[src/sv/mlt_pkg.sv]
// shared types, constants and the symbol lookup for the markup line tokenizer
// no dependencies; used by every module of the block
package mlt_pkg;

    localparam int MAX_TEXT_DEF = 63;
    localparam int CHAR_W       = 8;
    localparam int KIND_W       = 5;
    localparam int NUM_SYMS     = 20;

    localparam logic [KIND_W-1:0] KIND_TEXT        = 5'd20;
    localparam logic [KIND_W-1:0] KIND_NUMBER      = 5'd21;
    localparam logic [KIND_W-1:0] KIND_NEWLINE     = 5'd0;
    localparam logic [KIND_W-1:0] FIRST_SPACE_KIND = 5'd13;

    localparam logic [CHAR_W-1:0] CHAR_BACKSLASH = 8'h5C;
    localparam logic [CHAR_W-1:0] CHAR_ZERO      = 8'h30;
    localparam logic [CHAR_W-1:0] CHAR_ONE       = 8'h31;
    localparam logic [CHAR_W-1:0] CHAR_NINE      = 8'h39;
    localparam logic [CHAR_W-1:0] CHAR_DOT       = 8'h2E;

    // symbol set, position is the token kind
    localparam logic [CHAR_W-1:0] SYMSET [NUM_SYMS] = '{
        8'h0A, 8'h5F, 8'h2A, 8'h60, 8'h3D, 8'h2D, 8'h2B, 8'h3C, 8'h23, 8'h21,
        8'h5B, 8'h3E, 8'h7E, 8'h20, 8'h5D, 8'h28, 8'h29, 8'h22, 8'h3A, 8'h00
    };

    typedef struct packed {
        logic              hit;
        logic [KIND_W-1:0] kind;
    } sym_match_t;

    typedef enum logic [1:0] {
        ST_IDLE,
        ST_READ,
        ST_EMIT,
        ST_SYM
    } ctrl_state_t;

    // controller to datapath
    typedef struct packed {
        logic accept;        // capture symbol char and kind
        logic append;        // add char to text buffer
        logic rd_start;      // restart buffer read at entry zero
        logic emit_text;     // load next buffered char into output
        logic text_run_last; // that char ends the item's results
        logic emit_sym;      // load captured symbol into output
        logic clear_text;    // empty the buffer and drop overflow
    } mlt_cmd_t;

    // datapath to controller
    typedef struct packed {
        logic sym_hit;
        logic esc_ok;
        logic is_bs;
        logic eol;
        logic count_nz;
        logic text_last;
        logic out_free;
    } mlt_status_t;

    function automatic sym_match_t sym_lookup(input logic [CHAR_W-1:0] c);
        sym_match_t m;
        m.hit  = 1'b0;
        m.kind = KIND_NEWLINE;
        for (int i = NUM_SYMS - 1; i >= 0; i--) begin
            if (SYMSET[i] == c) begin
                m.hit  = 1'b1;
                m.kind = KIND_W'(i);
            end
        end
        return m;
    endfunction

    function automatic logic is_digit(input logic [CHAR_W-1:0] c);
        return (c >= CHAR_ZERO) && (c <= CHAR_NINE);
    endfunction

endpackage

[src/sv/mlt_ctrl.sv]
// controller state machine of the markup line tokenizer
// depends on mlt_pkg; drives mlt_datapath through command and status structs
module mlt_ctrl (
    input  logic                 aclk,
    input  logic                 aresetn,
    input  logic                 s_valid,
    output logic                 s_ready,
    input  mlt_pkg::mlt_status_t st,
    output mlt_pkg::mlt_cmd_t    cmd
);

    mlt_pkg::ctrl_state_t state_reg, state_next;
    logic esc_reg, esc_next;
    logic sym_pend_reg, sym_pend_next;

    logic take, sym_take, append, flush, text_go;

    // item decode
    always_comb begin
        take     = s_valid && (state_reg == mlt_pkg::ST_IDLE);
        sym_take = esc_reg ? st.esc_ok : (!st.is_bs && st.sym_hit);
        append   = esc_reg ? !st.esc_ok : (!st.is_bs && !st.sym_hit);
        flush    = sym_take || (!esc_reg && st.is_bs) || st.eol;
        text_go  = flush && (st.count_nz || append);
    end

    always_ff @(posedge aclk) begin
        if (!aresetn) begin
            state_reg    <= mlt_pkg::ST_IDLE;
            esc_reg      <= 1'b0;
            sym_pend_reg <= 1'b0;
        end else begin
            state_reg    <= state_next;
            esc_reg      <= esc_next;
            sym_pend_reg <= sym_pend_next;
        end
    end

    always_comb begin
        state_next = state_reg;
        unique case (state_reg)
            mlt_pkg::ST_IDLE: begin
                if (take) begin
                    if (text_go)       state_next = mlt_pkg::ST_READ;
                    else if (sym_take) state_next = mlt_pkg::ST_SYM;
                end
            end
            mlt_pkg::ST_READ: begin
                state_next = mlt_pkg::ST_EMIT;
            end
            mlt_pkg::ST_EMIT: begin
                if (st.out_free) begin
                    if (!st.text_last)    state_next = mlt_pkg::ST_READ;
                    else if (sym_pend_reg) state_next = mlt_pkg::ST_SYM;
                    else                  state_next = mlt_pkg::ST_IDLE;
                end
            end
            mlt_pkg::ST_SYM: begin
                if (st.out_free) state_next = mlt_pkg::ST_IDLE;
            end
            default: state_next = mlt_pkg::ST_IDLE;
        endcase
    end

    always_comb begin
        esc_next      = take ? (!esc_reg && st.is_bs && !st.eol) : esc_reg;
        sym_pend_next = take ? sym_take : sym_pend_reg;
        s_ready       = 1'b0;
        cmd           = '0;
        unique case (state_reg)
            mlt_pkg::ST_IDLE: begin
                s_ready        = 1'b1;
                cmd.accept     = take;
                cmd.append     = take && append;
                cmd.rd_start   = take && text_go;
                cmd.clear_text = take && flush && !text_go;
            end
            mlt_pkg::ST_READ: begin
                cmd = '0;
            end
            mlt_pkg::ST_EMIT: begin
                cmd.emit_text     = st.out_free;
                cmd.text_run_last = st.text_last && !sym_pend_reg;
                cmd.clear_text    = st.out_free && st.text_last;
            end
            mlt_pkg::ST_SYM: begin
                cmd.emit_sym = st.out_free;
            end
            default: cmd = '0;
        endcase
    end

endmodule

[src/sv/mlt_datapath.sv]
// datapath of the markup line tokenizer: text memory, number tracking, output register
// depends on mlt_pkg; commanded by mlt_ctrl
module mlt_datapath #(
    parameter int MAX_TEXT = mlt_pkg::MAX_TEXT_DEF
) (
    input  logic                        aclk,
    input  logic                        aresetn,
    input  logic [mlt_pkg::CHAR_W-1:0]  s_char_in,
    input  logic                        s_end_of_line,
    input  logic                        m_ready,
    output logic                        m_valid,
    output logic [mlt_pkg::KIND_W-1:0]  m_token_kind,
    output logic                        m_op_flag,
    output logic [mlt_pkg::CHAR_W-1:0]  m_char_out,
    output logic                        m_token_end,
    output logic                        m_truncated,
    output logic                        m_run_last,
    input  mlt_pkg::mlt_cmd_t           cmd,
    output mlt_pkg::mlt_status_t        st
);

    localparam int CNT_W  = $clog2(MAX_TEXT + 1);
    localparam int ADDR_W = $clog2(MAX_TEXT);
    localparam logic [CNT_W-1:0] MAX_CNT = CNT_W'(MAX_TEXT);
    localparam logic [CNT_W-1:0] CNT_ONE = CNT_W'(1);
    localparam logic [CNT_W-1:0] CNT_TWO = CNT_W'(2);

    logic [mlt_pkg::CHAR_W-1:0] text_mem [MAX_TEXT];
    logic [mlt_pkg::CHAR_W-1:0] rd_data_reg;

    logic [CNT_W-1:0]  count_reg;
    logic [ADDR_W-1:0] idx_reg;
    logic              ovf_reg;
    logic              first_ok_reg, mid_ok_reg;
    logic [mlt_pkg::CHAR_W-1:0] last_char_reg;

    logic [mlt_pkg::CHAR_W-1:0] sym_char_reg;
    logic [mlt_pkg::KIND_W-1:0] sym_kind_reg;

    logic                       m_valid_reg;
    logic [mlt_pkg::KIND_W-1:0] kind_reg;
    logic                       op_reg, end_reg, trunc_reg, last_reg;
    logic [mlt_pkg::CHAR_W-1:0] char_reg;

    mlt_pkg::sym_match_t match;
    logic                room;
    logic                is_num;

    always_comb begin
        match        = mlt_pkg::sym_lookup(s_char_in);
        room         = count_reg < MAX_CNT;
        is_num       = (count_reg >= CNT_TWO) && first_ok_reg && mid_ok_reg
                       && (last_char_reg == mlt_pkg::CHAR_DOT);
        st.sym_hit   = match.hit;
        st.esc_ok    = match.hit && ((match.kind == mlt_pkg::KIND_NEWLINE)
                       || (match.kind >= mlt_pkg::FIRST_SPACE_KIND));
        st.is_bs     = s_char_in == mlt_pkg::CHAR_BACKSLASH;
        st.eol       = s_end_of_line;
        st.count_nz  = count_reg != '0;
        st.text_last = (CNT_W'(idx_reg) + CNT_ONE) == count_reg;
        st.out_free  = !m_valid_reg || m_ready;
    end

    // text memory, one write and one registered read port
    always_ff @(posedge aclk) begin
        if (cmd.append && room) begin
            text_mem[count_reg[ADDR_W-1:0]] <= s_char_in;
        end
        rd_data_reg <= text_mem[idx_reg];
    end

    always_ff @(posedge aclk) begin
        if (!aresetn) begin
            count_reg <= '0;
            ovf_reg   <= 1'b0;
            idx_reg   <= '0;
        end else begin
            if (cmd.clear_text) begin
                count_reg <= '0;
                ovf_reg   <= 1'b0;
            end else if (cmd.append) begin
                if (room) count_reg <= count_reg + CNT_ONE;
                else      ovf_reg   <= 1'b1;
            end
            if (cmd.rd_start)       idx_reg <= '0;
            else if (cmd.emit_text) idx_reg <= idx_reg + ADDR_W'(1);
        end
    end

    // running number check on the buffered text
    always_ff @(posedge aclk) begin
        if (cmd.append && room) begin
            last_char_reg <= s_char_in;
            if (count_reg == '0) begin
                first_ok_reg <= (s_char_in >= mlt_pkg::CHAR_ONE)
                                && (s_char_in <= mlt_pkg::CHAR_NINE);
                mid_ok_reg   <= 1'b1;
            end else if (count_reg >= CNT_TWO) begin
                mid_ok_reg   <= mid_ok_reg && mlt_pkg::is_digit(last_char_reg);
            end
        end
        if (cmd.accept) begin
            sym_char_reg <= s_char_in;
            sym_kind_reg <= match.kind;
        end
    end

    // output register
    always_ff @(posedge aclk) begin
        if (!aresetn) begin
            m_valid_reg <= 1'b0;
        end else if (cmd.emit_text || cmd.emit_sym) begin
            m_valid_reg <= 1'b1;
        end else if (m_ready) begin
            m_valid_reg <= 1'b0;
        end
    end

    always_ff @(posedge aclk) begin
        if (cmd.emit_text) begin
            kind_reg  <= is_num ? mlt_pkg::KIND_NUMBER : mlt_pkg::KIND_TEXT;
            op_reg    <= is_num;
            char_reg  <= rd_data_reg;
            end_reg   <= st.text_last;
            trunc_reg <= ovf_reg;
            last_reg  <= cmd.text_run_last;
        end else if (cmd.emit_sym) begin
            kind_reg  <= sym_kind_reg;
            op_reg    <= sym_kind_reg < mlt_pkg::FIRST_SPACE_KIND;
            char_reg  <= sym_char_reg;
            end_reg   <= 1'b1;
            trunc_reg <= 1'b0;
            last_reg  <= 1'b1;
        end
    end

    assign m_valid      = m_valid_reg;
    assign m_token_kind = kind_reg;
    assign m_op_flag    = op_reg;
    assign m_char_out   = char_reg;
    assign m_token_end  = end_reg;
    assign m_truncated  = trunc_reg;
    assign m_run_last   = last_reg;

endmodule

[src/sv/markup_line_tokenizer_core.sv]
// Markup line tokenizer. Takes one character per item and returns zero or more
// token characters. A character that only joins the text buffer gives no result
// and leaves the block ready for the next item. An item that flushes buffered
// characters passes each through ST_READ and ST_EMIT, waiting in ST_EMIT until
// the output register is free, then a following symbol through ST_SYM; ST_READ
// is needed as the text memory has a single registered read port. Items are
// worked one at a time, but the output register lets the next item in while the
// last result waits for m_ready. Text beyond MAX_TEXT characters is dropped and
// the token carries m_truncated. There is no clearing pass after reset.
// depends on mlt_pkg, mlt_ctrl, mlt_datapath
module markup_line_tokenizer_core #(
    parameter int MAX_TEXT = mlt_pkg::MAX_TEXT_DEF
) (
    input  logic                        aclk,
    input  logic                        aresetn,
    // input item channel
    input  logic                        s_valid,
    output logic                        s_ready,
    input  logic [mlt_pkg::CHAR_W-1:0]  s_char_in,
    input  logic                        s_end_of_line,
    // result item channel
    output logic                        m_valid,
    input  logic                        m_ready,
    output logic [mlt_pkg::KIND_W-1:0]  m_token_kind,
    output logic                        m_op_flag,
    output logic [mlt_pkg::CHAR_W-1:0]  m_char_out,
    output logic                        m_token_end,
    output logic                        m_truncated,
    output logic                        m_run_last
);

    // commands and status between controller and datapath
    mlt_pkg::mlt_cmd_t    cmd;
    mlt_pkg::mlt_status_t st;

    // sequencer: decodes the item, steps through a flush and the symbol
    mlt_ctrl u_ctrl (
        .aclk    (aclk),
        .aresetn (aresetn),
        .s_valid (s_valid),
        .s_ready (s_ready),
        .st      (st),
        .cmd     (cmd)
    );

    // text buffer, number tracking and the output register
    mlt_datapath #(
        .MAX_TEXT (MAX_TEXT)
    ) u_datapath (
        .aclk          (aclk),
        .aresetn       (aresetn),
        .s_char_in     (s_char_in),
        .s_end_of_line (s_end_of_line),
        .m_ready       (m_ready),
        .m_valid       (m_valid),
        .m_token_kind  (m_token_kind),
        .m_op_flag     (m_op_flag),
        .m_char_out    (m_char_out),
        .m_token_end   (m_token_end),
        .m_truncated   (m_truncated),
        .m_run_last    (m_run_last),
        .cmd           (cmd),
        .st            (st)
    );

    // a result is only loaded when the output register is free
    a_load_when_free: assert property (@(posedge aclk) disable iff (!aresetn)
        (cmd.emit_text || cmd.emit_sym) |-> st.out_free)
        else $error("result loaded over a held result");

    // text and symbol never loaded in the same cycle
    a_one_source: assert property (@(posedge aclk) disable iff (!aresetn)
        !(cmd.emit_text && cmd.emit_sym))
        else $error("text and symbol loaded together");

    // a symbol ends the item, so the block is ready right after it
    a_sym_then_ready: assert property (@(posedge aclk) disable iff (!aresetn)
        cmd.emit_sym |=> s_ready)
        else $error("not ready after symbol");

    // an item that ends its results leaves the block ready
    a_run_last_ready: assert property (@(posedge aclk) disable iff (!aresetn)
        (cmd.emit_text && cmd.text_run_last) |=> s_ready)
        else $error("not ready after last text result");

endmodule
[config.mk]
export PLATFORM = sky130hd
export DESIGN_NAME = markup_line_tokenizer_core
export DESIGN_NICKNAME = d
export VERILOG_FILES = /design/src/sv/mlt_pkg.sv /design/src/sv/mlt_ctrl.sv /design/src/sv/mlt_datapath.sv /design/src/sv/markup_line_tokenizer_core.sv
export SDC_FILE = /design/constraint.sdc
export NUM_CORES = 1
export LEC_CHECK = 0
export BUFFER_PORTS_ARGS = -buffer_cell sky130_fd_sc_hd__buf_2
export CORE_UTILIZATION = 30
export DETAILED_ROUTE_END_ITERATION = 12
export SLEW_MARGIN = 5
export SYNTH_ARGS = -nofsm -noshare
export SYNTH_HDL_FRONTEND = slang
export SYNTH_SLANG_ARGS = --single-unit
[constraint.sdc]
create_clock -name aclk -period 6.7 [get_ports aclk]
set_input_delay 0.67 -clock aclk [delete_from_list [all_inputs] [get_ports aclk]]
set_output_delay 0.67 -clock aclk [all_outputs]
set_load 0.05 [all_outputs]
Word level (Yosys, flattened, before mapping)
Memory sizes are Yosys's and may differ from the RTL's. A register that Yosys moved wholly into a read port is not among the register bits.
Cells that the tools add are included.
{"block": "op_classes", "eq_ne": 29, "muxes": 52, "magnitude_cmp": 8, "bitwise_logic": 2, "reduce_logical": 49, "add_sub_neg": 2}
{"operator": "$mux 6", "n": 20}
{"operator": "$eq 6x8->1 const A", "n": 13}
{"operator": "$eq 7x8->1 const A", "n": 5}
{"operator": "$logic_and 1x1->1", "n": 20}
{"operator": "$mux 1", "n": 17}
{"operator": "$ge 8x6->1 const B", "n": 2}
{"operator": "$le 8x6->1 const B", "n": 2}
{"operator": "$mux 2", "n": 8}
{"operator": "$mux 8", "n": 2}
{"operator": "$add 6x1->6 const B", "n": 2}
{"operator": "$mux 5", "n": 2}
{"operator": "$eq 4x8->1 const A", "n": 1}
{"operator": "$eq 8x6->1 const B", "n": 1}
{"operator": "$eq 8x7->1 const B", "n": 1}
{"operator": "$logic_not 1->1", "n": 8}
{"operator": "$logic_not 8->1", "n": 1}
{"operator": "$pmux 2 s4", "n": 1}
{"operator": "$reduce_and 2->1", "n": 4}
{"operator": "$eq 6x6->1", "n": 1}
{"operator": "$ge 6x2->1 const B", "n": 1}
{"operator": "$logic_not 6->1", "n": 1}
{"operator": "$logic_or 1x1->1", "n": 6}
{"operator": "$lt 6x6->1 const B", "n": 1}
{"operator": "$ne 2x1->1 const B", "n": 3}
{"operator": "other kinds (14)", "n": 19}
{"block": "word_totals", "reg_bits": 58, "input_bits": 13, "n_memories": 1, "word_cells": 161, "ram_bits": 504}
{"name": "u_datapath.text_mem", "depth": 63, "word_bits": 8, "rd": 1, "rd_clocked_by_memory_dff": 1, "wr": 1, "line": "mlt_datapath.sv:28", "text": "logic [mlt_pkg::CHAR_W-1:0] text_mem [MAX_TEXT];"}

Longest topological paths before layout
{"block": "depth", "ltp_word": 33, "depth_mapped": 13, "ltp_nobuf": 8}

By module
A second synthesis with hierarchy kept.
{"block": "unflattened", "hier_cells": 1228, "area_unflattened_um2": 23005.8}
{"module": "mlt_datapath", "seq_area_each_um2": 16776.1, "n_inst": 1, "cells_per_inst": 1190, "area_per_inst_um2": 22723.0}
{"module": "mlt_ctrl", "seq_area_each_um2": 80.1, "n_inst": 1, "cells_per_inst": 38, "area_per_inst_um2": 282.8}

Worst setup path after synthesis
Ideal clock, no wire load.
{"block": "synth_timing", "path_kind": "input port to flip-flop", "from": "input port s_char_in[1] (netlist bit)", "to": "memory u_datapath.text_mem[43][0] (netlist bit) (enable)", "path_buffers": 4, "setup_slack_ps": 2893, "cell_stages": 12, "t_arrival_ps": 3437, "path_cell_list": "buf_2 -> and4_1 -> o2111ai_1 -> a21boi_1 -> nand4b_1 -> nor4bb_1 -> buf_2 -> or4_1 -> buf_2 -> or3_1 -> clkbuf_1 -> nor2_1"}
{"block": "synth_between", "elab_chain_cells": 31, "word_cells_on_any_way": 55}
{"item": "from (decl)", "line": "markup_line_tokenizer_core.sv:19", "text": "input logic [mlt_pkg::CHAR_W-1:0] s_char_in,"}
{"item": "$logic_not 8->1", "line": "mlt_pkg.sv:66", "text": "if (SYMSET[i] == c) begin"}
{"item": "$mux 6 (20 in series)", "line": "mlt_pkg.sv:66"}
{"item": "$ge 5x4->1 / $logic_not 5->1 (equally long branches)", "line": "mlt_datapath.sv:56, mlt_datapath.sv:55"}
{"item": "$logic_or 1x1->1", "line": "mlt_datapath.sv:56", "text": "|| (match.kind >= mlt_pkg::FIRST_SPACE_KIND));"}
{"item": "$logic_and 1x1->1", "line": "mlt_datapath.sv:55", "text": "st.esc_ok = match.hit && ((match.kind == mlt_pkg::KIND_NEWLINE)"}
{"item": "$logic_not 1->1", "line": "mlt_ctrl.sv:22", "text": "append = esc_reg ? !st.esc_ok : (!st.is_bs && !st.sym_hit);"}
{"item": "$mux 1 *", "line": "mlt_ctrl.sv:22"}
{"item": "$logic_and 1x1->1 *", "line": "mlt_ctrl.sv:74", "text": "cmd.append = take && append;"}
{"item": "$mux 3 *", "line": "mlt_ctrl.sv:70", "text": "unique case (state_reg)"}
{"item": "$logic_and 1x1->1 *", "line": "mlt_datapath.sv:66", "text": "if (cmd.append && room) begin"}
{"item": "$mux 1 *", "line": "mlt_datapath.sv:66"}
{"item": "$mux 1 (not written as such) *", "line": "mlt_datapath.sv:67", "text": "text_mem[count_reg[ADDR_W-1:0]] <= s_char_in;"}
{"item": "to (decl)", "line": "mlt_datapath.sv:28"}
Every way passes the cells marked *; elsewhere a longest branch is shown, timed or not.

Worst setup path after layout
{"block": "layout_timing", "from": "input port s_char_in[2] (netlist bit)", "to": "memory u_datapath.text_mem[3][7] (netlist bit) (enable)"}
The elaborated chain is that of the path after synthesis.

==> flow_summary.toml <==
[status]
status = "finished, final reports clean"

[worst_setup_path]
crit_start = "s_char_in[2]"
reg2reg_depth = 4
crit_path_end_kind = "flip-flop"
regToRegStartpoint = "u_datapath.idx_reg[1]"
reg2reg_to = "u_datapath.rd_data_reg[7]"
worstPathRequired_ns = 6.92
cp-endpoint = "u_datapath.text_mem[3][7]"
worstSetupStartpointType = "input pin"
reg2reg_slack_ns = 3.05
worstPathMaxFanout = 41
crit_arrival_ns = 5.09
critPathKind = "input pin to flip-flop"

[sta]
max_slew_margin_pct = 22.8
rsz0062_at_grt = "false"
finalMaxSlewViolations = 0
min_period_ns = 4.87
fin_worst_skew_ns = 0.0255
finalSetupViolations = 0
hold_viol = 0
clock.fmax_mhz = 205
worst_pin_slew_ns = 1.16
fin_tns_setup_ns = 0
post-route-period-util_pct = 72.7

[synth]
async_reset_ff_share_pct = 0
ys.flop_type = "edfxtp_1"
yosys_warnings = 0
synth_cell_type_count = 58
syn_area_sq_um = 22600
syn_avg_cell_area_sq_um = 20.3
synth-seq-cells = 570
ys_seq_area_share_pct = 74.6
syn_inst = 1111
synth_fp_nets = 1128
synth_enable_flop_cells = 544

[cells_and_area]
finish.utilization_pct = 34.5
largest_reg_flops = 504
final_common_cell = "edfxtp_1"
drive_above_1_share_pct = 26.0
most-common-layout-cells = "edfxtp_1, mux4_2, nor2_1"
final_net_count = 1172
syn_to_final_growth_pct = 13.8
fillerInstances = 6853

[route]
drc = 0
ant_nets = 0
wire_per_inst_microns = 23.9
finalWirelength_microns = 52000
dr_total_vias = 10938
viasPerCell = 5.03
dr.first_iter.drc_count = 1113
firstDrtPassIters = 5

[floorplan]
io_pins = 32
initial_core_util_pct = 30.3
rows = 100
die-area_sq_um = 76400
core-area_sq_um = 74400
die-height_microns = 276
die_w_microns = 276

[placed_design]
gp_congestion = 0.836
hpwl_microns = 32600
portBuffers = 31

[pwr]
p_per_area_nw_per_um2 = 299
clkPwrFrac_pct = 40.5
switching_share_pct = 22.1
seqPwrFrac_pct = 52.1
p_comb_share_pct = 7.4
p_int_mw = 5.99
p_leak_nw = 7.69
ir_drop_mv = 0.185
p_switching_mw = 1.70

[clock_network]
clk_latency_ns = 0.61
cts.sinks = 570
post-cts-setup-buffers = 0
cts_buffers = 57
clk_path_buf_depth = 3
cts_tree = "done"
cts_resized = 0
htree_levels = 2
hold_buffers = 0
cts_root_buffer = "clkbuf_16"
path_clk_slew_ns = 0.06

[hold_path]
hold_path.class = "input pin to flip-flop"

[global_routing]
grt_max_degree = 78
antenna_found_initial = 4
grt_pass1_wl_microns = 77300
gr-total-overflow = 0
grt.total_usage_pct = 13.6
grt_pass1_vias = 11167

[flow_run]
maxCapViolCount = 0
cells in the mapped netlist, types with 3 or more instances:
library cell / instances / area (sq um)
nor4bb_1: 4 / 40.0
nor4b_1: 3 / 26.3
o211a_1: 3 / 30.0
nand2_1: 28 / 105
nand4b_1: 4 / 35.0
mux2_2: 8 / 90.1
and2_1: 8 / 50.1
a21oi_1: 10 / 50.1
xnor2_1: 11 / 96.3
buf_1: 21 / 78.8
dfxtp_1: 26 / 521
nand3_1: 15 / 75.1
clkbuf_1: 31 / 116
nor3_1: 3 / 15.0
nor2_1: 85 / 319
edfxtp_1: 544 / 16300
inv_1: 11 / 41.3
and3_1: 4 / 25.0
buf_2: 11 / 55.1
or2_2: 4 / 25.0
nand4_1: 9 / 56.3
mux4_2: 160 / 3600
nand3b_1: 6 / 45.0
ha_1: 4 / 50.1
or4_1: 6 / 45.0
nor2b_1: 7 / 43.8
o31ai_1: 3 / 22.5
mux2i_1: 9 / 90.1
nor3b_1: 4 / 30.0
or3_1: 4 / 25.0
nor4_1: 5 / 31.3
o21ai_0: 23 / 115
layer usage:
| metal | vias to the layer above | GRT usage (%) | routed length (microns) |
|---|---|---|---|
| met2 | 405 | 21.5 | 24800 |
| met3 | 74 | 1.97 | 3110 |
| li1 | 4687 | - | - |
| met1 | 5770 | 19.5 | 23000 |
| met4 | 2 | 3.82 | 1040 |
| met5 | - | 0 | 13 |
through the flow:
step | cell area, sq um | power (mW) | hold WS (ns) | cells | setup slack, ns
final | 25700 | 7.69 | 0.343 | 2173 | 1.83
after global placement | 23900 | 4.66 | 0.502 | 2065 | 1.46
after floorplan | 22600 | 4.44 | 0.429 | 1111 | 2.89
after detailed placement | 23900 | 4.67 | 0.509 | 2065 | 1.30
after CTS | 25700 | 7.76 | 0.310 | 2172 | 1.96
after global routing | 25700 | 7.92 | 0.320 | 2172 | 1.66
power by group through the flow:
stage,Sequential [mW],Clock [mW],Combinational (mW)
after floorplan,4.10,0,0.345
after global placement,4.09,0,0.571
after detailed placement,4.09,0,0.577
after CTS,4.01,3.17,0.577
after global routing,4.02,3.30,0.600
final,4.01,3.12,0.566
worst min path at each step:
stage / to / slack [ns] / from / depth (start not counted)
6_report: u_ctrl.state_reg[1] / 0.34 / aresetn / 2
5_1_grt: u_ctrl.state_reg[1] / 0.32 / aresetn / 2
4_1_cts: u_ctrl.state_reg[1] / 0.31 / aresetn / 2
3_5_place_dp: u_datapath.m_token_kind[4] / 0.51 / u_datapath.sym_kind_reg[4] / 1
3_3_place_gp: u_datapath.m_token_kind[4] / 0.50 / u_datapath.sym_kind_reg[4] / 1
2_1_floorplan: u_datapath.ovf_reg / 0.43 / u_datapath.ovf_reg / 2
cell families after synthesis:
logic type,synth area share (%)
flops,74.6
simple gates,4.86
mux,16.8
buf+inv,1.32
compound gates,1.70
xor+xnor,0.504
fa+ha+maj,0.222
critical path, cell delays in order:
cell and delay [ns]:
buf_2 0.63, buf_4 0.49, nor4_1 0.19, and2_1 0.23, a21boi_1 0.26, nand4b_1 0.16, o211a_1 0.23, or4_1 0.72
or3_1 0.71, nor2_1 0.72
layout make-up:
class | count | area [sq um] | area share [%]
repair buffers | 48 | 295 | 1.15
clock buffers | 79 | 1620 | 6.31
well taps | 969 | 1210 | 4.72
diodes | 1 | 2.50 | 0.00973
multi-input cells | 465 | 5440 | 21.2
flip-flops and latches | 570 | 16900 | 65.6
clock inverters | 28 | 221 | 0.861
inverters | 13 | 48.8 | 0.190
Power figures use the tool's default switching activity.
